[src/rtl/mtt_pkg.sv]
// Types and constants shared by the marker track table and its entry cells.
// No dependencies.
`default_nettype none

package mtt_pkg;

    localparam int TABLE_DEPTH = 32;
    localparam int ID_BITS     = 10;
    localparam int IDX_W       = (TABLE_DEPTH > 1) ? $clog2(TABLE_DEPTH) : 1;
    localparam int CNT_W       = $clog2(TABLE_DEPTH + 1);
    localparam int MISS_W      = 8;

    localparam logic [MISS_W-1:0] COUNT_MAX        = 8'hFF;
    localparam logic [MISS_W-1:0] MISS_LIMIT_RESET = 8'd10;

    localparam logic OP_DETECT    = 1'b0;
    localparam logic OP_FRAME_END = 1'b1;

    typedef enum logic [2:0] {
        KIND_KNOWN   = 3'd0,
        KIND_ADDED   = 3'd1,
        KIND_DROPPED = 3'd2,
        KIND_EVICTED = 3'd3,
        KIND_DONE    = 3'd4
    } t_kind;

    typedef enum logic [1:0] {
        ST_IDLE,
        ST_LOOKUP,
        ST_AGE,
        ST_WALK
    } t_state;

    typedef struct packed {
        logic               operation;
        logic [ID_BITS-1:0] marker_id;
    } t_item;

    typedef struct packed {
        t_kind              kind;
        logic [IDX_W-1:0]   slot;
        logic [ID_BITS-1:0] marker_id_out;
        logic [CNT_W-1:0]   entry_count;
        logic               last;
    } t_result;

    typedef struct packed {
        logic [ID_BITS-1:0] id;
        logic [MISS_W-1:0]  count;
        logic               seen;
    } t_entry;

    typedef struct packed {
        logic shift;
        logic write;
        logic hit;
        logic age;
    } t_cell_ctl;

endpackage

`default_nettype wire

[src/rtl/mtt_cell.sv]
// One table entry: identifier, miss count and seen flag, loadable from its right-hand neighbour.
// Depends on mtt_pkg.
`default_nettype none

module mtt_cell (
    input  wire logic                        i_clk,
    input  wire logic                        i_rst_n,
    input  wire mtt_pkg::t_cell_ctl          i_ctl,
    input  wire logic [mtt_pkg::ID_BITS-1:0] i_new_id,
    input  wire mtt_pkg::t_entry             i_next,
    output mtt_pkg::t_entry                  o_entry
);

    logic [mtt_pkg::ID_BITS-1:0] r_id;
    logic [mtt_pkg::MISS_W-1:0]  r_count;
    logic                        r_seen;
    logic [mtt_pkg::ID_BITS-1:0] n_id;
    logic [mtt_pkg::MISS_W-1:0]  n_count;
    logic                        n_seen;

    always_comb begin
        n_id    = r_id;
        n_count = r_count;
        n_seen  = r_seen;
        priority if (i_ctl.shift) begin
            n_id    = i_next.id;
            n_count = i_next.count;
            n_seen  = i_next.seen;
        end else if (i_ctl.write) begin
            n_id    = i_new_id;
            n_count = '0;
            n_seen  = 1'b1;
        end else if (i_ctl.hit) begin
            n_count = '0;
            n_seen  = 1'b1;
        end else if (i_ctl.age) begin
            if (!r_seen && (r_count != mtt_pkg::COUNT_MAX)) begin
                n_count = r_count + 1'b1;
            end
            n_seen = 1'b0;
        end else begin
        end
    end

    always_ff @(posedge i_clk) begin
        if (!i_rst_n) begin
            r_seen <= 1'b0;
        end else begin
            r_seen <= n_seen;
        end
    end

    always_ff @(posedge i_clk) begin
        r_id    <= n_id;
        r_count <= n_count;
    end

    assign o_entry = '{id: r_id, count: r_count, seen: r_seen};

endmodule

`default_nettype wire

[src/rtl/marker_track_table.sv]
// Top level of the marker track table: control sequencer and the row of entry cells.
// Depends on mtt_pkg and mtt_cell.
`default_nettype none

// A detection is registered on transfer, then compared in parallel across all cells, and its
// result is registered; busy is high for one cycle. An end of frame keeps busy high while
// every cell is aged, then while the walk visits each valid entry (evicting it and shifting
// the cells above it down by one, or stepping past it), and while a final step reports the summary.
// Each result is shown for exactly one cycle on o_strobe and cannot be held off by the
// receiver. miss_limit may be written only while busy is low and no result is pending.
module marker_track_table (
    input  wire logic                        i_clk,
    input  wire logic                        i_rst_n,
    input  wire logic                        start,
    output logic                             busy,
    input  wire mtt_pkg::t_item              i_item,
    input  wire logic                        i_cfg_we,
    input  wire logic [mtt_pkg::MISS_W-1:0]  i_cfg_data,
    output logic                             o_strobe,
    output mtt_pkg::t_result                 o_result
);

    localparam int DEPTH = mtt_pkg::TABLE_DEPTH;
    localparam int IDX_W = mtt_pkg::IDX_W;
    localparam int CNT_W = mtt_pkg::CNT_W;

    mtt_pkg::t_state              r_state;
    mtt_pkg::t_state              n_state;
    logic [mtt_pkg::ID_BITS-1:0]  r_id;
    logic [CNT_W-1:0]             r_occ;
    logic [CNT_W-1:0]             n_occ;
    logic [CNT_W-1:0]             r_pos;
    logic [CNT_W-1:0]             n_pos;
    logic [mtt_pkg::MISS_W-1:0]   r_limit;
    logic                         r_strobe;
    logic                         n_strobe;
    mtt_pkg::t_result             r_res;
    mtt_pkg::t_result             n_res;

    mtt_pkg::t_entry              cell_q [DEPTH];
    mtt_pkg::t_cell_ctl           cell_ctl [DEPTH];
    logic                         hit_any;
    logic [IDX_W-1:0]             hit_idx;
    mtt_pkg::t_entry              sel;
    logic                         walk_end;
    logic                         evict;
    logic                         accept;

    assign accept = start && !busy;

    genvar g;
    generate
        for (g = 0; g < DEPTH; g++) begin : g_cell
            mtt_pkg::t_entry next_entry;
            if (g < DEPTH - 1) begin : g_mid
                assign next_entry = cell_q[g+1];
            end else begin : g_end
                assign next_entry = cell_q[g];
            end
            mtt_cell u_cell (
                .i_clk    (i_clk),
                .i_rst_n  (i_rst_n),
                .i_ctl    (cell_ctl[g]),
                .i_new_id (r_id),
                .i_next   (next_entry),
                .o_entry  (cell_q[g])
            );
        end
    endgenerate

    always_comb begin
        hit_any = 1'b0;
        hit_idx = '0;
        for (int k = DEPTH - 1; k >= 0; k--) begin
            if ((CNT_W'(k) < r_occ) && (cell_q[k].id == r_id)) begin
                hit_any = 1'b1;
                hit_idx = IDX_W'(k);
            end
        end
    end

    assign sel      = cell_q[r_pos[IDX_W-1:0]];
    assign walk_end = (r_pos == r_occ);
    assign evict    = sel.count > r_limit;

    always_comb begin
        n_state = r_state;
        unique case (r_state)
            mtt_pkg::ST_IDLE: begin
                if (accept) begin
                    n_state = (i_item.operation == mtt_pkg::OP_DETECT) ?
                              mtt_pkg::ST_LOOKUP : mtt_pkg::ST_AGE;
                end
            end
            mtt_pkg::ST_LOOKUP: n_state = mtt_pkg::ST_IDLE;
            mtt_pkg::ST_AGE:    n_state = mtt_pkg::ST_WALK;
            mtt_pkg::ST_WALK: begin
                if (walk_end) begin
                    n_state = mtt_pkg::ST_IDLE;
                end
            end
            default: n_state = mtt_pkg::ST_IDLE;
        endcase
    end

    always_comb begin
        n_occ    = r_occ;
        n_pos    = r_pos;
        n_strobe = 1'b0;
        n_res    = '{kind: mtt_pkg::KIND_DONE, slot: '0, marker_id_out: '0,
                     entry_count: r_occ, last: 1'b1};
        for (int k = 0; k < DEPTH; k++) begin
            cell_ctl[k] = '0;
        end
        unique case (r_state)
            mtt_pkg::ST_IDLE: begin
            end
            mtt_pkg::ST_LOOKUP: begin
                n_strobe            = 1'b1;
                n_res.marker_id_out = r_id;
                if (hit_any) begin
                    cell_ctl[hit_idx].hit = 1'b1;
                    n_res.kind            = mtt_pkg::KIND_KNOWN;
                    n_res.slot            = hit_idx;
                end else if (r_occ < CNT_W'(DEPTH)) begin
                    cell_ctl[r_occ[IDX_W-1:0]].write = 1'b1;
                    n_occ             = r_occ + 1'b1;
                    n_res.kind        = mtt_pkg::KIND_ADDED;
                    n_res.slot        = r_occ[IDX_W-1:0];
                    n_res.entry_count = r_occ + 1'b1;
                end else begin
                    n_res.kind = mtt_pkg::KIND_DROPPED;
                end
            end
            mtt_pkg::ST_AGE: begin
                for (int k = 0; k < DEPTH; k++) begin
                    cell_ctl[k].age = 1'b1;
                end
                n_pos = '0;
            end
            mtt_pkg::ST_WALK: begin
                n_strobe = walk_end || evict;
                if (!walk_end) begin
                    if (evict) begin
                        for (int k = 0; k < DEPTH; k++) begin
                            cell_ctl[k].shift = (CNT_W'(k) >= r_pos);
                        end
                        n_occ = r_occ - 1'b1;
                        n_res = '{kind: mtt_pkg::KIND_EVICTED, slot: r_pos[IDX_W-1:0],
                                  marker_id_out: sel.id, entry_count: r_occ - 1'b1,
                                  last: 1'b0};
                    end else begin
                        n_pos = r_pos + 1'b1;
                    end
                end
            end
            default: begin
            end
        endcase
    end

    always_ff @(posedge i_clk) begin
        if (!i_rst_n) begin
            r_state  <= mtt_pkg::ST_IDLE;
            r_occ    <= '0;
            r_pos    <= '0;
            r_limit  <= mtt_pkg::MISS_LIMIT_RESET;
            r_strobe <= 1'b0;
        end else begin
            r_state  <= n_state;
            r_occ    <= n_occ;
            r_pos    <= n_pos;
            r_strobe <= n_strobe;
            if (i_cfg_we) begin
                r_limit <= i_cfg_data;
            end
        end
    end

    always_ff @(posedge i_clk) begin
        r_res <= n_res;
        if (accept) begin
            r_id <= i_item.marker_id;
        end
    end

    assign busy     = (r_state != mtt_pkg::ST_IDLE);
    assign o_strobe = r_strobe;
    assign o_result = r_res;

    a_occ_bound: assert property (@(posedge i_clk) disable iff (!i_rst_n)
        r_occ <= CNT_W'(DEPTH))
        else $error("occupancy beyond table depth");

    a_walk_pos: assert property (@(posedge i_clk) disable iff (!i_rst_n)
        (r_state == mtt_pkg::ST_WALK) |-> (r_pos <= r_occ))
        else $error("walk position passed occupancy");

    a_evict_not_last: assert property (@(posedge i_clk) disable iff (!i_rst_n)
        (o_strobe && (o_result.kind == mtt_pkg::KIND_EVICTED)) |-> !o_result.last)
        else $error("eviction marked as final result");

    a_detect_one_result: assert property (@(posedge i_clk) disable iff (!i_rst_n)
        (r_state == mtt_pkg::ST_LOOKUP) |=> (o_strobe && o_result.last && !busy))
        else $error("detection did not give exactly one final result");

    a_evict_shrinks: assert property (@(posedge i_clk) disable iff (!i_rst_n)
        ((r_state == mtt_pkg::ST_WALK) && !walk_end && evict) |=> (r_occ == $past(r_occ) - 1'b1))
        else $error("eviction did not reduce occupancy");

endmodule

`default_nettype wire
[config.mk]
export PLATFORM = sky130hd
export DESIGN_NAME = marker_track_table
export DESIGN_NICKNAME = d
export VERILOG_FILES = /design/src/rtl/mtt_pkg.sv /design/src/rtl/mtt_cell.sv /design/src/rtl/marker_track_table.sv
export SDC_FILE = /design/constraint.sdc
export NUM_CORES = 2
export LEC_CHECK = 0
export BUFFER_PORTS_ARGS = -buffer_cell sky130_fd_sc_hd__clkbuf_2
export CAP_MARGIN = 5
export CELL_PAD_IN_SITES_DETAIL_PLACEMENT = 0
export CELL_PAD_IN_SITES_GLOBAL_PLACEMENT = 2
export CORE_UTILIZATION = 40
export CTS_CLUSTER_SIZE = 20
export DETAILED_ROUTE_END_ITERATION = 10
export PLACE_DENSITY = 0.83
export SKIP_LAST_GASP = 1
export SYNTH_ARGS = -nofsm -noshare
export SYNTH_HDL_FRONTEND = slang
export SYNTH_SLANG_ARGS = --single-unit
[constraint.sdc]
create_clock -name i_clk -period 6.9 [get_ports i_clk]
set_input_delay 0.345 -clock i_clk [delete_from_list [all_inputs] [get_ports i_clk]]
set_output_delay 0.345 -clock i_clk [all_outputs]
set_load 0.03 [all_outputs]
==> run summary <==
outcome = finished with violations
failing checks = DRC
routed wire length per instance = 28.64 um
Worst Setup Slack post-DPL = 0.6947 ns
wire length after detailed routing = 161.9 mm
clock-pin transition on the worst setup and hold timing paths = 0.06 ns
worst-case reg-to-reg path depth = 13
Port Buffers = 49
Die Span Y = 328.3 um
setup violators final = 0
share of flip-flops with an asynchronous set or reset after synthesis = 0%
final critical-path setup slack = 0.5176 ns
CTS Buf Count = 81
crit-path most repeated cell = mux4_2
time the worst path needs with I/O delays and setup = 6.382 ns
drt first-iter violations = 4669
origin of the worst min-delay path = i_item[10]
Hold Buf Count CTS = 18
count of nets left with antenna violations after detail routing = 0
Least-Margin Pin Slew = 1.351 ns
GRT overflow = 0
Post-synth EDFFs = 586
final hold violations = 0
CTS H-tree lvls = 3
final HPWL from detailed placement = 118.0 mm
Main synth FF type = edfxtp_1
first-pass GRT wire length = 235.3 mm
pin count of the biggest net entering global routing = 66
post-route clock period utilization = 92.50%
core area = 105400 um2
Critical-path top delay cell = and2_1
Max-cap violations = 0
total negative setup slack = 0 ns
power density over the cells = 259.0 nW/um2
Total Nets Final = 4271
most common cell after layout, fill and taps aside = nand2_1
number of unique standard cell types used by synthesis = 90
sort of element at the start of the critical path = register
CP required = 7.22 ns
CTS Root Buffer Type = clkbuf_16
later-pin clock latency in the skew report = 0.66 ns
antenna violations before repair = 7
Reg2Reg Launch Point = r_pos[2]
top-level I/O count = 50
setup bufs post-CTS = 0
capture endpoint of the worst hold path = r_state[0]
Max Freq = 0.1567 GHz
number of buffers on the longest clock path = 3
clk_skew = 0.02790 ns
worst-path fanout max = 47
unrepaired setup endpoints after global routing = no
Initial Util = 40.39%
post-synthesis register bit count = 666
DIE WIDTH = 328.3 um
Seq/Total Area, Yosys = 45.09%
Worst setup EP type = register
clock sink total = 666
die outline area = 107700 um2
signal arrival time at the worst endpoint = 6.71 ns
via count = 34730
maximum vdd drop = 0.1706 mV
path type of the worst setup path = register to register
Resize count post-CTS = 0
number of cells on the worst hold path = 4
Initial DRT Pass Iterations = 9
internal reg-to-reg setup slack = 0.52 ns
Net Count, Synth = 4225
Largest delay share family, worst path = simple AND/OR/NAND/NOR gates
vias per std cell = 6.145
commonest cells after routing, fill and taps aside = nand2_1 (1100), edfxtp_1 (586), xnor2_1 (322)
critical path's largest stage delay = 0.96 ns
combined buffer and inverter count along the critical path = 2
Fill cells = 9919
final max-slew violation count = 0
number of standard-cell rows in the floorplan = 119
Total GRT Usage = 29.77%
synthesis-to-layout area growth = 11.73%
number of global-route vias before repair = 32560
post-synthesis cell area = 42580 um2
terminus of the critical flop-to-flop path = g_cell[20].u_cell.r_count[7]
final weighted congestion of routability-driven global placement = 0.9728
leak pwr = 16.45 nW
TritonCTS clock tree = built
classification of the worst-slack hold path = input port to register
normalized max-slew margin = 9.852%
number of warnings printed during yosys synthesis = 0
per-instance average area after synthesis = 10.25 um2
DRC errors left = 20
post-synthesis instance total = 4153
critical path cell sequence = buf_4, mux4_2, mux4_2, mux2_2, ha_1, and4_1, and3_1, nor4b_2, inv_1, nor2_1, and2_1, a311o_1, or2_1
proportion of layout cells with a drive suffix above 1 = 17.09%
[Yosys cell counts (8+ instances only)]
cell type / number / share of area (%)
o31ai_1: 14 / 0.25
a22o_1: 8 / 0.16
o211ai_1: 13 / 0.23
a21oi_1: 37 / 0.43
mux2i_1: 42 / 0.99
xnor2_1: 322 / 6.6
nand3_1: 143 / 1.7
buf_1: 47 / 0.41
a211oi_1: 12 / 0.21
a32o_1: 32 / 0.75
o41ai_2: 8 / 0.31
nor3_1: 38 / 0.45
a311oi_1: 26 / 0.53
buf_2: 30 / 0.35
buf_6: 18 / 0.48
nor2_1: 99 / 0.87
a21boi_0: 8 / 0.14
o221a_2: 23 / 0.61
nand2_1: 1101 / 9.7
mux4_2: 164 / 8.7
a31o_2: 26 / 0.53
or2_1: 10 / 0.15
o21ai_0: 259 / 3.0
and2_1: 45 / 0.66
clkbuf_1: 139 / 1.2
a31oi_1: 19 / 0.28
nor2b_1: 19 / 0.28
dfxtp_1: 80 / 3.8
nand4_1: 89 / 1.3
nor4_1: 64 / 0.94
and3_1: 42 / 0.62
or2_2: 46 / 0.68
ha_1: 49 / 1.4
edfxtp_1: 586 / 41
buf_4: 15 / 0.26
or4_1: 9 / 0.16
mux2_2: 73 / 1.9
xor2_1: 200 / 4.1
nand2b_1: 8 / 0.12
inv_1: 67 / 0.59
[report_power, final]
part | internal [mW] | switching, mW
combinational | 0.956 | 1.47
clock | 2.61 | 1.82
sequential | 4.93 | 0.531
[worst max path at each step]
stage | start | end | slack (ns) | cells past startpoint
after CTS | r_pos[2] | g_cell[20].u_cell.r_count[7] | 0.68 | 13
after global routing | r_pos[2] | g_cell[20].u_cell.r_count[7] | 0.33 | 13
after detailed placement | r_pos[2] | g_cell[20].u_cell.r_count[7] | 0.69 | 13
final | r_pos[2] | g_cell[20].u_cell.r_count[7] | 0.52 | 13
after floorplan | r_pos[0] | g_cell[14].u_cell.r_count[0] | 0.62 | 20
after global placement | r_pos[2] | g_cell[20].u_cell.r_count[7] | 0.75 | 13
[through the flow]
stage	cells	instance area [um2]	total power [mW]	utilization [%]	hold slack, ns
final	5652	47570	12.32	45.13	0.08822
after global routing	5651	47570	12.74	45.13	0.1522
after detailed placement	5489	44700	7.887	42.40	0.4738
after floorplan	4153	42580	6.976	-	0.4277
after global placement	5489	44700	7.867	42.40	0.4748
after CTS	5651	47570	12.32	45.13	0.05254
[area by class of cell]
cell class | count | area (um2) | share of cell area, %
clock inverters | 40 | 391.6 | 0.8232
multi-input cells | 3167 | 22030 | 46.30
repair buffers | 213 | 1634 | 3.435
well taps | 1391 | 1740 | 3.659
clock buffers | 104 | 2301 | 4.837
diodes | 1 | 2.502 | 0.005260
flip-flops and latches | 666 | 19210 | 40.39
inverters | 70 | 262.8 | 0.5523
[cells by family after synthesis]
logic type,count (synthesis),share of synthesized area (%)
xor gates and xnor gates,522,10.74
DFF,666,45.09
buffers and inverters,320,3.362
AOI/OAI and AO/OA,544,8.752
and+or+nand+nor,1773,19.02
muxes,279,11.59
adders and majority gates,49,1.440
[sequential cells by signal (all words and copies together), names as in the netlist]
signal,count
o_strobe,1
r_limit,8
r_occ,6
r_id,10
g_cell.u_cell.r_id,320
r_state,2
r_pos,6
o_result,25
g_cell.u_cell.r_count,256
g_cell.u_cell.r_seen,32
[routing by layer]
metal	share of wire, %	up-vias	global-route usage, %	routed length (um)
li1	-	15170	-	-
met1	42	17170	43.43	68750
met5	0.0074	-	0	12
met4	4.6	2	12.86	7429
met3	9.8	326	4.330	15910
met2	43	2061	43.85	69760
[tightest hold or removal path, cell delays in order]
cell      delay (ns)
clkbuf_2        0.09
nor2_1          0.04
o21ai_0         0.13
a21boi_0        0.08
(Power assumes the default switching activity.)
